[src/sv/rmq_pkg.sv]
// ----------------------------------------------------------------------------
// rmq_pkg
// Shared constants for the rotation-matrix-to-quaternion block.
// ----------------------------------------------------------------------------
package rmq_pkg;

  // default number format: signed Q2.14
  localparam int unsigned DATA_WIDTH = 16;
  localparam int unsigned FRAC_BITS  = 14;

  // quaternion lanes in the divider chain
  localparam int unsigned LANES  = 4;
  localparam int unsigned LANE_W = 0;
  localparam int unsigned LANE_X = 1;
  localparam int unsigned LANE_Y = 2;
  localparam int unsigned LANE_Z = 3;

endpackage

[src/sv/rmq_div_cell.sv]
// ----------------------------------------------------------------------------
// rmq_div_cell
// One quotient bit of a pipelined restoring divider, four lanes sharing the
// divisor; partial remainders and quotients move to the next cell.
// ----------------------------------------------------------------------------
module rmq_div_cell #(
  parameter int unsigned SW  = 16,
  parameter int unsigned DW  = 16,
  parameter int unsigned RMW = 33,
  parameter int unsigned PW  = 9
) (
  input  logic                                 clk_i,
  input  logic                                 rst_ni,
  input  logic                                 en_i,
  input  logic                                 valid_i,
  input  logic [SW-1:0]                        s_i,
  input  logic [rmq_pkg::LANES-1:0][RMW-1:0]   rem_i,
  input  logic [rmq_pkg::LANES-1:0][DW-1:0]    q_i,
  input  logic [PW-1:0]                        pay_i,
  output logic                                 valid_o,
  output logic [SW-1:0]                        s_o,
  output logic [rmq_pkg::LANES-1:0][RMW-1:0]   rem_o,
  output logic [rmq_pkg::LANES-1:0][DW-1:0]    q_o,
  output logic [PW-1:0]                        pay_o
);

  logic                               valid_q;
  logic [SW-1:0]                      s_q;
  logic [rmq_pkg::LANES-1:0][RMW-1:0] rem_q, rem_d;
  logic [rmq_pkg::LANES-1:0][DW-1:0]  q_q, q_d;
  logic [PW-1:0]                      pay_q;
  logic [RMW-1:0]                     dsh;
  logic [RMW-1:0]                     rn;
  logic                               ge;

  // compare against the aligned divisor, subtract, shift up
  always_comb begin
    dsh = RMW'(s_i) << (DW - 1);
    rn  = '0;
    ge  = 1'b0;
    for (int l = 0; l < rmq_pkg::LANES; l++) begin
      ge       = (rem_i[l] >= dsh);
      rn       = ge ? (rem_i[l] - dsh) : rem_i[l];
      rem_d[l] = rn << 1;
      q_d[l]   = {q_i[l][DW-2:0], ge};
    end
  end

  // hold valid under reset
  always_ff @(posedge clk_i or negedge rst_ni) begin
    if (!rst_ni) begin
      valid_q <= 1'b0;
    end else if (en_i) begin
      valid_q <= valid_i;
    end
  end

  // advance the data
  always_ff @(posedge clk_i) begin
    if (en_i) begin
      s_q   <= s_i;
      rem_q <= rem_d;
      q_q   <= q_d;
      pay_q <= pay_i;
    end
  end

  assign valid_o = valid_q;
  assign s_o     = s_q;
  assign rem_o   = rem_q;
  assign q_o     = q_q;
  assign pay_o   = pay_q;

endmodule

[config.mk]
export PLATFORM = sky130hd
export DESIGN_NAME = rmq_div_cell
export DESIGN_NICKNAME = d
export VERILOG_FILES = /design/src/sv/rmq_pkg.sv /design/src/sv/rmq_div_cell.sv
export SDC_FILE = /design/constraint.sdc
export NUM_CORES = 1
export LEC_CHECK = 0
export CORE_AREA = 2 2 173 175
export CTS_CLUSTER_SIZE = 40
export DETAILED_ROUTE_END_ITERATION = 7
export DIE_AREA = 0 0 175 177
export DONT_BUFFER_PORTS = 1
export GPL_TIMING_DRIVEN = 0
export HOLD_SLACK_MARGIN = 0.05
export PLACE_DENSITY = 0.63
export SLEW_MARGIN = 10
export SYNTH_ARGS = -nofsm -noshare
export SYNTH_HDL_FRONTEND = slang
export SYNTH_SLANG_ARGS = --single-unit
[constraint.sdc]
create_clock -name clk_i -period 1.1 [get_ports clk_i]
set_clock_uncertainty 0.2 [all_clocks]
set_input_delay 0.22 -clock clk_i [delete_from_list [all_inputs] [get_ports clk_i]]
set_output_delay 0.22 -clock clk_i [all_outputs]
set_load 0.005 [all_outputs]
==> flow_summary_export.csv <==
group,metric,value,unit
timing,rsz0062_at_grt,"yes",
floorplanning,die_w,175,um
timing,timing.final.max_slew_violations,0,
power,swShare,25.64,%
floorplanning,core,29240,um2
floorplanning,fp.dieArea,30980,um2
cts,cts.reportedPaths.clkPinSlew,0.06,ns
synthesis,async_flop_share,0.4587,%
critical_path,rrSetupSlack,0.10,ns
cts,cts-root-buf,"clkbuf_16",
placement,dp_slack,-2.000,ns
cells_and_area,fill_cells,2356,
critical_path,reg2reg_from,"valid_o$_DFFE_PN0P_",
synthesis,synthXorXnorAreaFrac,4.045,%
critical_path,cp-end-kind,"register",
synthesis,synth-seq-cells,218,
detailed_routing,first_pass_iters,5,
synthesis,synth_cell_types,70,
global_route,grt_max_degree,219,
cts,cts_tree,"yes",
detailed_routing,route.met3.wl,2806,um
cells_and_area,ff_latch_area,6541,um2
power,power.share.clock,32.0,%
synthesis,synthAdderAreaFrac,8.137,%
global_route,grt_first_pass_wirelength,48710,um
cells_and_area,final_cell_mix,"edfxtp_1 (217), dlygate4sd3_1 (178), nor2_1 (56), a21oi_1 (51), ha_4 (47)",
power,power_density,1421,nW/um2
timing,setup_viol,290,
cts,cts_inserted_buffers,23,
detailed_routing,wirelength,36060,um
floorplanning,initial_utilization,37.02,%
synthesis,synth_edf_count,217,
floorplanning,num_rows,63,
synthesis,ys_seq_area_share,60.43,%
critical_path,worstPathMaxFanout,5,
timing,fin_crit,2.216,ns
floorplanning,ios,447,
detailed_routing,drcViolationCount,0,
cells_and_area,syn2layout_area_growth,48.20,%
job,max_cap_viol_count,0,
synthesis,synth_warnings,0,
power,intPower,16.95,mW
status,failed_checks,"hold timing, setup timing",
detailed_routing,wl_per_cell,23.96,um
global_route,grt_overflow,0,
synthesis,synthesis.area,10830,um2
detailed_routing,met2WireLength,18400,um
timing,hold_slack,-0.3976,ns
cts,htreeDepth,1,
cells_and_area,multiInputGateArea,5318,um2
synthesis,synth_top_area_share,60.19,%
detailed_routing,met1_length,13530,um
synthesis,avgSynthCellArea,12.93,um2
power,combPwrFrac,20.5,%
cts,clock_latency,0.51,ns
power,worst_ir_drop_vdd,0.001142,V
power,total_leakage_power,5.670,nW
floorplanning,die_y,177,um
synthesis,yosys.area_share.simple,9.535,%
critical_path,crit_arrival,2.27,ns
placement,dp_hpwl,22720,um
timing,period_share,201.5,%
worst_hold_path,hold_end,"s_o[0]$_DFFE_PP_",
synthesis,synth-compound-area-share,12.77,%
placement,place_congestion,0.8681,
power,switching_power,5.844,mW
synthesis,synth_mux_area_share,2.508,%
cells_and_area,stdcell_area,16040,um2
critical_path,crit_path_start_kind,"input pin",
timing,max_slew_margin,60.86,%
worst_hold_path,hold_depth,0,
worst_hold_path,hp-class,"input pin to register",
cells_and_area,layout_commonest_cell,"edfxtp_1",
cells_and_area,layout-drive-gt1-share,29.51,%
synthesis,synth_top_family_by_area,"compound AO/OA/AOI/OAI gates",
global_route,antenna_found_initial,1,
critical_path,r2r_end,"valid_o$_DFFE_PN0P_",
placement,placed_cell_area,11660,um2
global_route,grt_pass1_vias,7990,
synthesis,synthCells,837,
placement,port_buffers,0,
timing,worstMarginPinSlew,0.5870,ns
cells_and_area,nets,1394,
cells_and_area,diodes,0,
detailed_routing,dr_total_vias,8213,
timing,finalWorstSetupSlack,-1.116,ns
synthesis,synth-main-ff-cell,"edfxtp_1",
critical_path,worst-setup-path-type,"input pin to register",
timing,fmax,0.4512,GHz
power,pwr-share-seq,47.5,%
timing,hold_violations,183,
global_route,grt_usage,20.95,%
detailed_routing,ant_nets,0,
timing,fin_tns_setup,-123.34,ns
detailed_routing,drt_iter0_drc,516,
cts,clock-sinks,218,
critical_path,r2r_cells,1,
worst_hold_path,hp-start,"s_i[0]",
detailed_routing,via_per_inst,5.457,
synthesis,yosysTopAreaCell,"edfxtp_1",
cts,ctsLongestPathBuffers,3,
synthesis,synth.area.top_cells,"edfxtp_1 (60%), ha_1 (7.4%), a21oi_1 (3.8%)",
status,status,"finished with violations",
detailed_routing,top_layer,"met5",
critical_path,crit_required,1.15,ns
==> per-layer routing <==
| layer | GRT usage, % | vias to the layer above |
|---|---|---|
| li1 | - | 3732 |
| met1 | 23.23 | 3986 |
| met2 | 37.83 | 398 |
| met3 | 6.443 | 95 |
| met4 | 7.674 | 2 |
| met5 | 0 | - |
==> kinds of logic after synthesis <==
logic type	after synthesis
buffers and inverters	53
xor gates and xnor gates	50
muxes	24
other	1
AOI/OAI and AO/OA	209
DFF	218
adders and majority gates	68
and+or+nand+nor	214
==> cells in the mapped netlist (6+ instances only) <==
cell type / count
ha_1: 64
nor4_1: 13
o21a_1: 11
xor2_1: 18
a211oi_1: 8
and3_1: 6
inv_1: 30
o211ai_1: 15
nor3_1: 13
a21o_1: 11
nand3_1: 10
nand4_1: 8
a21oi_1: 83
nor2b_1: 7
a31oi_1: 7
nand2b_1: 14
mux2_2: 21
buf_2: 6
edfxtp_1: 217
xnor2_1: 32
o21ai_0: 27
nor2_1: 86
nand2_1: 38
o31ai_1: 6
a21oi_2: 9
==> worst max-delay path by stage <==
stage | start | to
floorplan | s_i[2] | rem_o[58]$_DFFE_PP_
global placement | s_i[2] | rem_o[123]$_DFFE_PP_
detailed placement | s_i[2] | rem_o[123]$_DFFE_PP_
CTS | s_i[2] | rem_o[58]$_DFFE_PP_
global route | s_i[10] | rem_o[129]$_DFFE_PP_
finish | s_i[10] | rem_o[90]$_DFFE_PP_
==> repair_timing <==
action | in CTS | in global routing
endpoints found under the setup margin | 290 | 290
hold buffers | 169 | 9
cloned | 4 | 4
buffers inserted | 43 | 16
pin swaps | 19 | 45
gates resized for setup | 100 | 145
endpoints found under the hold margin | 433 | 279
==> sequential cells by signal (all words and copies together), names as in the netlist <==
name	flops
pay_o	9
q_o	64
rem_o	128
s_o	16
valid_o	1
==> metrics by stage <==
step / utilization, % / hold WS, ns / std cells / total power [mW]
5_1_grt: 54.86 / -0.4209 / 1505 / 23.66
3_3_place_gp: 39.87 / -0.2756 / 1230 / 13.88
6_report: 54.86 / -0.3976 / 1505 / 22.79
3_5_place_dp: 39.87 / -0.2755 / 1230 / 13.91
2_1_floorplan: - / -0.2756 / 840 / 13.09
4_1_cts: 51.75 / -0.4246 / 1481 / 22.33
==> worst max-delay path, cell delays in order <==
cell        delay (ns)
clkinvlp_4        0.07
buf_12            0.15
ha_4              0.16
a211oi_2          0.21
nor2_1            0.09
o41a_1            0.39
nor4_4            0.28
o31ai_4           0.15
buf_6             0.16
buf_6             0.12
buf_16            0.14
nor2_4            0.08
a21oi_2           0.04
==> cell type report <==
class	count	share of cell area, %
Multi-Input combinational cell	569	33.15
Timing Repair Buffer	243	16.11
Clock inverter	11	0.5849
Inverter	30	1.170
Tap cell	390	3.042
Sequential cell	218	40.77
Buffer	16	1.412
Clock buffer	28	3.767
==> power by group through the flow <==
stage	combinational, mW	clock [mW]	sequential (mW)
5_1_grt	5.02	7.77	10.9
3_3_place_gp	2.90	0	11.0
3_5_place_dp	2.93	0	11.0
6_report	4.67	7.31	10.8
4_1_cts	4.02	7.49	10.8
2_1_floorplan	2.36	0	10.7
No activity file was read; power rests on OpenSTA's default activity.
