--- config.mk ---
export PLATFORM = sky130hd
export DESIGN_NAME = rmq_sqrt_cell
export DESIGN_NICKNAME = d
export VERILOG_FILES = /design/src/sv/rmq_sqrt_cell.sv
export SDC_FILE = /design/constraint.sdc
export NUM_CORES = 1
export LEC_CHECK = 0
export ABC_AREA = 1
export BUFFER_PORTS_ARGS = -buffer_cell sky130_fd_sc_hd__buf_2
export CAP_MARGIN = 20
export CORE_UTILIZATION = 43
export CTS_CLUSTER_SIZE = 14
export DETAILED_ROUTE_END_ITERATION = 7
export PLACE_DENSITY_LB_ADDON = 0.1
export SLEW_MARGIN = 20
export SYNTH_ARGS = -nofsm -noshare
export SYNTH_HDL_FRONTEND = slang
export SYNTH_SLANG_ARGS = --single-unit
--- constraint.sdc ---
create_clock -name clk_i -period 0.8 [get_ports clk_i]
set_input_delay 0.04 -clock clk_i [delete_from_list [all_inputs] [get_ports clk_i]]
set_output_delay 0.04 -clock clk_i [all_outputs]
set_load 0.005 [all_outputs]
--- src/sv/rmq_sqrt_cell.sv ---
// ----------------------------------------------------------------------------
// rmq_sqrt_cell
// One digit of a pipelined integer square root: takes two radicand bits,
// produces one root bit, and hands the partial state to the next cell.
// ----------------------------------------------------------------------------
module rmq_sqrt_cell #(
  parameter int unsigned SW = 16,
  parameter int unsigned PW = 8
) (
  input  logic            clk_i,
  input  logic            rst_ni,
  input  logic            en_i,
  input  logic            valid_i,
  input  logic [2*SW-1:0] n_i,
  input  logic [SW+1:0]   rem_i,
  input  logic [SW-1:0]   root_i,
  input  logic [PW-1:0]   pay_i,
  output logic            valid_o,
  output logic [2*SW-1:0] n_o,
  output logic [SW+1:0]   rem_o,
  output logic [SW-1:0]   root_o,
  output logic [PW-1:0]   pay_o
);

  logic            valid_q;
  logic [2*SW-1:0] n_q, n_d;
  logic [SW+1:0]   rem_q, rem_d;
  logic [SW-1:0]   root_q, root_d;
  logic [PW-1:0]   pay_q;
  logic [SW+1:0]   cur;
  logic [SW+1:0]   trial;
  logic            fits;

  // bring down two radicand bits and try the next root bit
  always_comb begin
    cur    = {rem_i[SW-1:0], n_i[2*SW-1 -: 2]};
    trial  = {root_i, 2'b01};
    fits   = (cur >= trial);
    rem_d  = fits ? (cur - trial) : cur;
    root_d = {root_i[SW-2:0], fits};
    n_d    = n_i << 2;
  end

  // hold valid under reset
  always_ff @(posedge clk_i or negedge rst_ni) begin
    if (!rst_ni) begin
      valid_q <= 1'b0;
    end else if (en_i) begin
      valid_q <= valid_i;
    end
  end

  // advance the data
  always_ff @(posedge clk_i) begin
    if (en_i) begin
      n_q    <= n_d;
      rem_q  <= rem_d;
      root_q <= root_d;
      pay_q  <= pay_i;
    end
  end

  assign valid_o = valid_q;
  assign n_o     = n_q;
  assign rem_o   = rem_q;
  assign root_o  = root_q;
  assign pay_o   = pay_q;

endmodule

==> impl_metrics.csv <==
group,metric,value,unit
status,status,"finished with violations",
status,failed_checks,"negative setup slack",
routing,wl_per_cell,14.9,um
setup_path,cp_max_fo,7,
worst_hold_path,min_path_type,"input port to flop",
setup_path,critPathLaunchType,"input port",
setup_path,crit_chain,"buf_8 -> inv_12 -> ha_4 -> nand2_2 -> nand2_2 -> nand2_2 -> nand2_4 -> a21oi_4 -> nand2_4 -> nand2_4 -> nand2_8 -> buf_8 -> nand2_2 -> nand2_1",
final_layout,syn_to_final_growth,78.5,%
synth,ys_ff_latch,73,
final_layout,layout.nets,725,
setup_path,crit_path_end_kind,"flop",
placed_design,dpl.hpwl,6700,um
setup_path,cpMostUsedCell,"nand2_2",
global_route,gr-total-overflow,0,
synth,synthSimpleGateAreaFrac,19.3,%
setup_path,cp.arrival,1380,ps
timing,setup_viol,92,
synth,synth_compound_area_share,2.97,%
placed_design,gp_congestion,0.882,
power_and_ir_drop,p_comb_share,28.0,%
routing,via_per_inst,4.71,
routing,antenna_left,0,
power_and_ir_drop,finalPower,10.7,mW
routing,drt_wl_total,11000,um
setup_path,r2r_setup_slack,70,ps
setup_path,critPathMaxStageDelay,240,ps
timing,slew_viol_final,0,
setup_path,r2r_end,"valid_o$_DFFE_PN0P_",
power_and_ir_drop,vdd_drop_max,0.00102,V
clock_tree,clk_latency,350,ps
setup_path,reg2reg_from,"valid_o$_DFFE_PN0P_",
timing,fin_hold_ws,16.3,ps
routing,drc,0,
setup_path,path_delay_family,"simple AND/OR/NAND/NOR gates",
routing,drt_iter0_markers,128,
floorplan,initial_core_util,45.2,%
global_route,grt_pass1_vias,3530,
clock_tree,clkTransAtPathRegs,80,ps
power_and_ir_drop,p_sw,3.06,mW
flow_run,maxCapViolCount,0,
timing,worst_slack,-472,ps
power_and_ir_drop,power_density,1690,mW/mm^2
timing,clock-skew-final,0,ps
power_and_ir_drop,p_seq_share,44.3,%
worst_hold_path,min_path_cells,3,
global_route,grt_antenna_before_repair,0,
power_and_ir_drop,p_clk_share,27.7,%
timing,hold_viol,0,
setup_path,worst_ep_required_time,910,ps
worst_hold_path,hold_end,"rem_o[7]$_DFFE_PP_",
setup_path,reg2reg_depth,1,
clock_tree,cts.path.max_buffers,2,
timing,post-route-period-util,159,%
synth,synth_top_family_by_area,"simple AND/OR/NAND/NOR gates",
placed_design,portBuffers,148,
setup_path,cp_slowest_cell,"ha_4",
final_layout,layout-drive-gt1-share,50.5,%
clock_tree,clock-sinks,73,
power_and_ir_drop,power.internal,7.60,mW
power_and_ir_drop,p_leak,2.99,nW
timing,fmax,0.786,GHz
floorplan,fp.coreArea,0.00785,sq mm
final_layout,diodes,0,
floorplan,io_pins,153,
setup_path,cp_num_buf_inv,3,
global_route,grt_pass1_wl,17000,um
clock_tree,cts_tree,"yes",
synth,seq_area_frac_synth,61.7,%
floorplan,std_cell_rows,32,
synth,yosysWarnings,0,
synth,synthXorXnorAreaFrac,2.22,%
synth,ys_types,23,
synth,synthAdderAreaFrac,6.35,%
global_route,grt_max_degree,30,
clock_tree,root_buffer,"clkbuf_8",
setup_path,critPathKind,"input port to flop",
timing,rsz0062_at_grt,"true",
routing,vias,3469,
floorplan,die_w,92.8,um
routing,drt_pass1_iterations,4,
timing,fin_crit,1270,ps
synth,syn_inst,351,
global_route,grt_use_total,26.4,%
floorplan,dieArea,0.00861,sq mm
worst_hold_path,worstHoldStart,"rem_i[5]",
synth,synth_area,0.00354,sq mm
clock_tree,cts_made_buffers,9,
floorplan,die_y,92.8,um
synth,synth_mux_area_share,0.318,%
power_and_ir_drop,p_sw_share,28.7,%
clock_tree,htree_levels,3,
synth,syn_area_per_cell,10.1,sq um
==> synthesized netlist by cell type <==
library cell / number / area [sq um]
mux2_2: 1 / 11.3
buf_4: 4 / 30.0
nor2_2: 1 / 6.26
nand3_2: 1 / 10.0
dfrtp_1: 1 / 25.0
nand3_1: 16 / 80.1
nand2_1: 126 / 473
nor2_1: 14 / 52.6
buf_6: 1 / 11.3
o21ai_0: 7 / 35.0
nand3b_1: 3 / 22.5
nor3_1: 2 / 10.0
inv_1: 53 / 199
nand2_2: 2 / 12.5
inv_2: 2 / 7.51
ha_1: 18 / 225
and2_1: 1 / 6.26
xor2_1: 8 / 70.1
edfxtp_1: 72 / 2160
conb_1: 1 / 3.75
xnor2_1: 1 / 8.76
nand4_1: 2 / 12.5
a21oi_1: 14 / 70.1
==> power by group through the flow <==
stage / clock network, mW / registers, mW / logic [mW]
after CTS: 2.99 / 4.71 / 2.85
final: 2.96 / 4.72 / 2.99
after global placement: 0 / 4.79 / 2.21
after detailed placement: 0 / 4.79 / 2.25
after floorplan: 0 / 4.87 / 1.06
after global routing: 3.16 / 4.76 / 3.26
==> repair_timing <==
action | in CTS | in global routing
setup endpoints to repair | 92 | 92
endpoints found under the hold margin | 66 | 0
setup buffers | 5 | 3
cloned | 2 | 0
gates resized for setup | 82 | 21
pin swaps | 42 | 18
hold buffers | 67 | 0
==> kinds of logic after synthesis <==
group,Yosys count
flip-flops,73
adder cells (fa/ha/maj),18
other,1
buffers and inverters,60
multiplexers,1
AND/OR/NAND/NOR,168
XOR/XNOR,9
AO/OA/AOI/OAI,21
==> routing by layer <==
metal  global-route usage, %  vias to the layer above  wire, um
met5                       0                        -         0
met4                    10.8                        0       376
met3                    7.06                       28       757
met2                    47.9                      139      5670
met1                    29.1                     1599      4190
li1                        -                     1703         -
==> cell type report <==
class | count | area, sq um
Tap cell | 102 | 128
Timing Repair Buffer | 269 | 1960
Timing Repair inverter | 2 | 20.0
Multi-Input combinational cell | 219 | 1580
Inverter | 55 | 262
Fill cell | 505 | 1520
Clock inverter | 6 | 67.6
Clock buffer | 10 | 128
Sequential cell | 73 | 2190
==> cells in the final DEF, fill, tap and decap left out, types with 2 or more instances in the layout <==
| cell type | netlist | final |
|---|---|---|
| buf_6 | 1 | 13 |
| dlygate4sd3_1 | 0 | 67 |
| nand2_2 | 2 | 31 |
| a21oi_1 | 14 | 9 |
| inv_8 | 0 | 2 |
| buf_8 | 0 | 4 |
| conb_1 | 1 | 2 |
| nand3b_1 | 3 | 3 |
| edfxtp_1 | 72 | 72 |
| clkbuf_8 | 0 | 9 |
| buf_2 | 0 | 134 |
| inv_2 | 2 | 12 |
| ha_1 | 18 | 3 |
| nand4_1 | 2 | 2 |
| inv_4 | 0 | 2 |
| xor2_1 | 8 | 8 |
| nand2_4 | 0 | 9 |
| nand2_1 | 126 | 87 |
| inv_12 | 0 | 3 |
| inv_1 | 53 | 36 |
| clkinvlp_4 | 0 | 2 |
| nor2_4 | 0 | 3 |
| o21ai_0 | 7 | 5 |
| nand3_2 | 1 | 10 |
| ha_4 | 0 | 15 |
| nand3_1 | 16 | 7 |
| nor2_2 | 1 | 3 |
| buf_4 | 4 | 49 |
| a21oi_4 | 0 | 2 |
| a21oi_2 | 0 | 3 |
| nor3_2 | 0 | 2 |
| buf_12 | 0 | 2 |
| inv_6 | 0 | 3 |
| nor2_1 | 14 | 9 |
==> worst min-delay path, cell delays in order <==
cell     delay, ps
buf_2          110
nand2_1         50
nand2_1         60
==> flip-flops by register name (all words and copies together), names as in the netlist <==
name     cells
n_o         30
pay_o        8
rem_o       18
root_o      16
valid_o      1
==> stage by stage <==
step                area (sq um)  setup TNS, ps  util, %  instances  setup WS (ps)
finish                      6330         -15400     80.6        736           -472
global route                6330         -19440     80.6        736           -538
CTS                         6240         -15140     79.5        733           -406
detailed placement          5040         -17410     64.2        643           -965
global placement            5040         -16850     64.2        643           -944
floorplan                   3840         -11240        -        352           -609
==> how the worst max path moves through the flow <==
| stage | from | end | slack [ps] | depth (start not counted) |
|---|---|---|---|---|
| 6_report | root_i[5] | rem_o[5]$_DFFE_PP_ | -470 | 14 |
| 5_1_grt | root_i[5] | rem_o[13]$_DFFE_PP_ | -540 | 12 |
| 4_1_cts | rem_i[7] | rem_o[6]$_DFFE_PP_ | -410 | 13 |
| 3_5_place_dp | root_i[5] | rem_o[17]$_DFFE_PP_ | -970 | 12 |
| 3_3_place_gp | root_i[5] | rem_o[17]$_DFFE_PP_ | -940 | 12 |
| 2_1_floorplan | root_i[4] | rem_o[0]$_DFFE_PP_ | -610 | 13 |
Note: power is estimated with default switching activity, not from simulation.
